### src/rtl/core/bqlp_pkg.sv
package bqlp_pkg;

    // field and state widths
    localparam int SAMPLE_W       = 16;
    localparam int COEF_W         = 24;
    localparam int HIST_W         = 32;

    // fixed-point positions
    localparam int COEF_FRAC_BITS = 20;
    localparam int IN_FRAC_BITS   = 15;
    localparam int HIST_FRAC_BITS = 24;
    localparam int IN_ALIGN       = HIST_FRAC_BITS - IN_FRAC_BITS;

    // output gain, held as a positive signed constant
    localparam int OUT_GAIN       = 22767;
    localparam int GAIN_W         = 16;

    // clamped history value spans [-1.0, +1.0] in Q.24
    localparam int CLAMP_W        = HIST_FRAC_BITS + 2;

    // accumulator holds every product sum at scale 2^(24+COEF_FRAC_BITS)
    localparam int ACC_W          = COEF_W + HIST_W + 3;
    localparam int YW_W           = ACC_W - COEF_FRAC_BITS;

    // configuration port
    localparam int REG_IDX_W      = 3;
    localparam int CFG_DATA_W     = COEF_W;

    typedef logic signed [SAMPLE_W-1:0] t_sample;
    typedef logic signed [COEF_W-1:0]   t_coef;
    typedef logic signed [HIST_W-1:0]   t_hist;

    typedef enum logic [REG_IDX_W-1:0] {
        REG_B0     = 3'd0,
        REG_B1     = 3'd1,
        REG_B2     = 3'd2,
        REG_A1     = 3'd3,
        REG_A2     = 3'd4,
        REG_BYPASS = 3'd5
    } t_reg_idx;

    typedef struct packed {
        t_coef b0;
        t_coef b1;
        t_coef b2;
        t_coef a1;
        t_coef a2;
        logic  bypass;
    } t_coef_set;

    // 1600 Hz, Q 0.8 lowpass at 44.1 kHz
    localparam t_coef RST_B0 = COEF_W'(11885);
    localparam t_coef RST_B1 = COEF_W'(23770);
    localparam t_coef RST_B2 = COEF_W'(11885);
    localparam t_coef RST_A1 = COEF_W'(-1790057);
    localparam t_coef RST_A2 = COEF_W'(789029);

endpackage

### src/rtl/core/bqlp_out_scale.sv
module bqlp_out_scale (
    input  bqlp_pkg::t_hist   i_y,
    output bqlp_pkg::t_sample o_sample
);
    import bqlp_pkg::*;

    localparam t_hist Y_ONE     = HIST_W'(1 << HIST_FRAC_BITS);
    localparam t_hist Y_NEG_ONE = -Y_ONE;
    localparam logic signed [GAIN_W-1:0] GAIN = GAIN_W'(OUT_GAIN);
    localparam logic signed [CLAMP_W+GAIN_W-1:0] TRUNC_BIAS =
        (CLAMP_W+GAIN_W)'((1 << HIST_FRAC_BITS) - 1);

    logic signed [CLAMP_W-1:0]        clamped;
    logic signed [CLAMP_W+GAIN_W-1:0] prod;
    logic signed [CLAMP_W+GAIN_W-1:0] prod_adj;

    always_comb begin
        if (i_y > Y_ONE) begin
            clamped = Y_ONE[CLAMP_W-1:0];
        end else if (i_y < Y_NEG_ONE) begin
            clamped = Y_NEG_ONE[CLAMP_W-1:0];
        end else begin
            clamped = i_y[CLAMP_W-1:0];
        end
    end

    assign prod = clamped * GAIN;

    // bias negative values so the shift truncates toward zero
    assign prod_adj = prod[CLAMP_W+GAIN_W-1] ? (prod + TRUNC_BIAS) : prod;

    assign o_sample = prod_adj[HIST_FRAC_BITS+SAMPLE_W-1:HIST_FRAC_BITS];

endmodule

### config.mk
export PLATFORM = sky130hd
export DESIGN_NAME = bqlp_out_scale
export DESIGN_NICKNAME = d
export VERILOG_FILES = /design/src/rtl/core/bqlp_pkg.sv /design/src/rtl/core/bqlp_out_scale.sv
export SDC_FILE = /design/constraint.sdc
export NUM_CORES = 1
export LEC_CHECK = 0
export BUFFER_PORTS_ARGS = -buffer_cell sky130_fd_sc_hd__buf_4
export CELL_PAD_IN_SITES_DETAIL_PLACEMENT = 1
export CELL_PAD_IN_SITES_GLOBAL_PLACEMENT = 1
export CORE_MARGIN = 2
export CORE_UTILIZATION = 40
export DETAILED_ROUTE_END_ITERATION = 16
export PLACE_DENSITY = 0.77
export SLEW_MARGIN = 5
export SYNTH_ARGS = -nofsm -noshare
export SYNTH_HDL_FRONTEND = slang
export SYNTH_SLANG_ARGS = --single-unit
### constraint.sdc
create_clock -name vclk -period 11.6
set_input_delay 1.16 -clock vclk [all_inputs]
set_output_delay 1.16 -clock vclk [all_outputs]
set_load 0.05 [all_outputs]
==> metrics.yaml <==
status: "completed"
io_buffers: 48
routedWlPerCell_um: 19.1
cts_hold_buf: 0
start_util: 0.408
ios: 48
fin_crit_sh: 0.950
setup_viol: 0
n_sequential_cell: 0
period_needed_ps: 11030
timing.slew.headroom: 0.496
placed_area_mm2: 0.0107
maxCapViolCount: 0
track_usage: 0.232
synth_cell_type_count: 82
grt_max_degree: 25
postCtsResizedCells: 0
dieArea_mm2: 0.0261
drt-vias-per-instance: 5.24
fmaxAchievable_ghz: 0.0907
dieHeight_um: 162
dp_hpwl_mm: 26.4
multi_input_area_mm2: 0.00861
fin_area_mm2: 0.0107
critPathLaunchType: "input pin"
crit_required_ps: 10440
syn_to_final_growth_pct: 7.66
vias: 7839
critical_path_class: "input pin to output port"
synth_warnings: 0
tightestPinTransition_ps: 737
synth.avg_cell_area_um2: 8.74
postRouteAntennaNets: 0
synth_cells: 1138
mostFrequentLayoutCells: "inv_1 (335), fa_1 (195), ha_1 (153)"
power.density_mw_per_mm2: 48.0
irDropWorstVdd_mv: 0.195
crit_path_max_incr_delay_ps: 640
rows: 57
slew_violations: 0
fillers: 2931
p_leak_nw: 5.94
diodes: 0
antenna_found_initial: 0
dr.first_iter.drc_count: 409
synth_nets: 1518
drt_wl_total_mm: 28.6
post-place-cells: 1497
drc: 0
hold-worst-slack_ps: 3410
finalHoldViolCount: 0
seq_area_um2: 0
netlist_area_mm2: 0.00995
n_clock_buffer: 0
grt_overflow: 0
fin_tns_setup_ps: 0
yosysSeqAreaShare: 0
die-width_um: 162
crit_arrival_ps: 9870
crit_slowest_cell: "or4_4"
core_region_area_mm2: 0.0244
cp_max_fo: 24
place_congestion: 0.894
num-nets-final: 1555
finalPower_mw: 0.515
final_cells: 1497
grt_pass1_vias: 9170
drive_gt1_frac: 0.0759
drt-pass1-iter-count: 4
crit_path_end_kind: "output port"
grt_pass1_wl_mm: 47.8
holdCritPathClass: "input pin to output port"
post_cts_buffers: 0
final_common_cell: "inv_1"
[power breakdown]
part / switching, mW / internal, mW / total (mW) / leakage [nW]
Combinational: 0.337 / 0.178 / 0.515 / 5.94
Sequential: 0 / 0 / 0 / 0
Clock: 0 / 0 / 0 / 0
[final cells by class]
type	count	share of cell area
Inverter	335	0.117
Multi-Input combinational cell	780	0.804
Timing Repair Buffer	58	0.0407
Tap cell	324	0.0379
[logic make-up after synthesis]
| family | share of synthesized area |
|---|---|
| AO/OA/AOI/OAI | 0.104 |
| XOR/XNOR | 0.0492 |
| adder cells (fa/ha/maj) | 0.585 |
| buffers and inverters | 0.137 |
| multiplexers | 0.00302 |
| AND/OR/NAND/NOR | 0.122 |
[worst max-delay path: cells and delay by family]
kind | cells | cell delay [ps]
AO/OA/AOI/OAI | 5 | 1390
buffers and inverters | 9 | 1420
AND/OR/NAND/NOR | 8 | 2030
adder cells (fa/ha/maj) | 7 | 3290
XOR/XNOR | 2 | 570
[final timing paths]
check / start / to / cells after the start
min: i_y[31] / o_sample[15] / 6
max: i_y[19] / o_sample[12] / 31
[synthesized netlist by cell type (all sizes together) (3+ instances only)]
library cell | number | area, um2
nor2b | 3 | 21.3
o21bai | 6 | 45.0
o211ai | 4 | 35.0
o31ai | 3 | 36.3
inv | 335 | 1260
a2111oi | 4 | 41.3
a21oi | 51 | 263
ha | 153 | 1910
a211oi | 5 | 55.1
or4 | 5 | 41.3
nor4b | 3 | 38.8
nor3 | 10 | 61.3
nor4 | 11 | 81.3
and4 | 9 | 81.3
o211a | 4 | 40.0
fa | 195 | 3900
buf | 9 | 56.3
nor3b | 4 | 30.0
xnor2 | 37 | 332
o21a | 7 | 52.6
nand2b | 3 | 18.8
nand4 | 15 | 100
or3 | 6 | 37.5
and2 | 17 | 111
mux2i | 3 | 30.0
a31oi | 6 | 43.8
xor2 | 18 | 158
a21o | 6 | 45.0
nand2 | 76 | 288
a221o | 3 | 30.0
clkbuf | 14 | 53.8
nand3 | 12 | 60.1
nor2 | 40 | 155
o21ai | 30 | 150
[per-layer routing]
metal  vias to the layer above  track usage  wire, um
met5                         -            0         0
met3                        43       0.0128       948
li1                       3642            -         -
met1                      4006        0.287     11800
met2                       148        0.448     15200
met4                         0       0.0430       612
[per-stage QoR]
step,utilization,setup slack [ps]
2_1_floorplan,-,1160
3_3_place_gp,0.438,162
3_5_place_dp,0.438,216
4_1_cts,0.438,172
5_1_grt,0.439,-2.71
6_report,0.439,574
No activity file was read; power rests on OpenSTA's default activity.
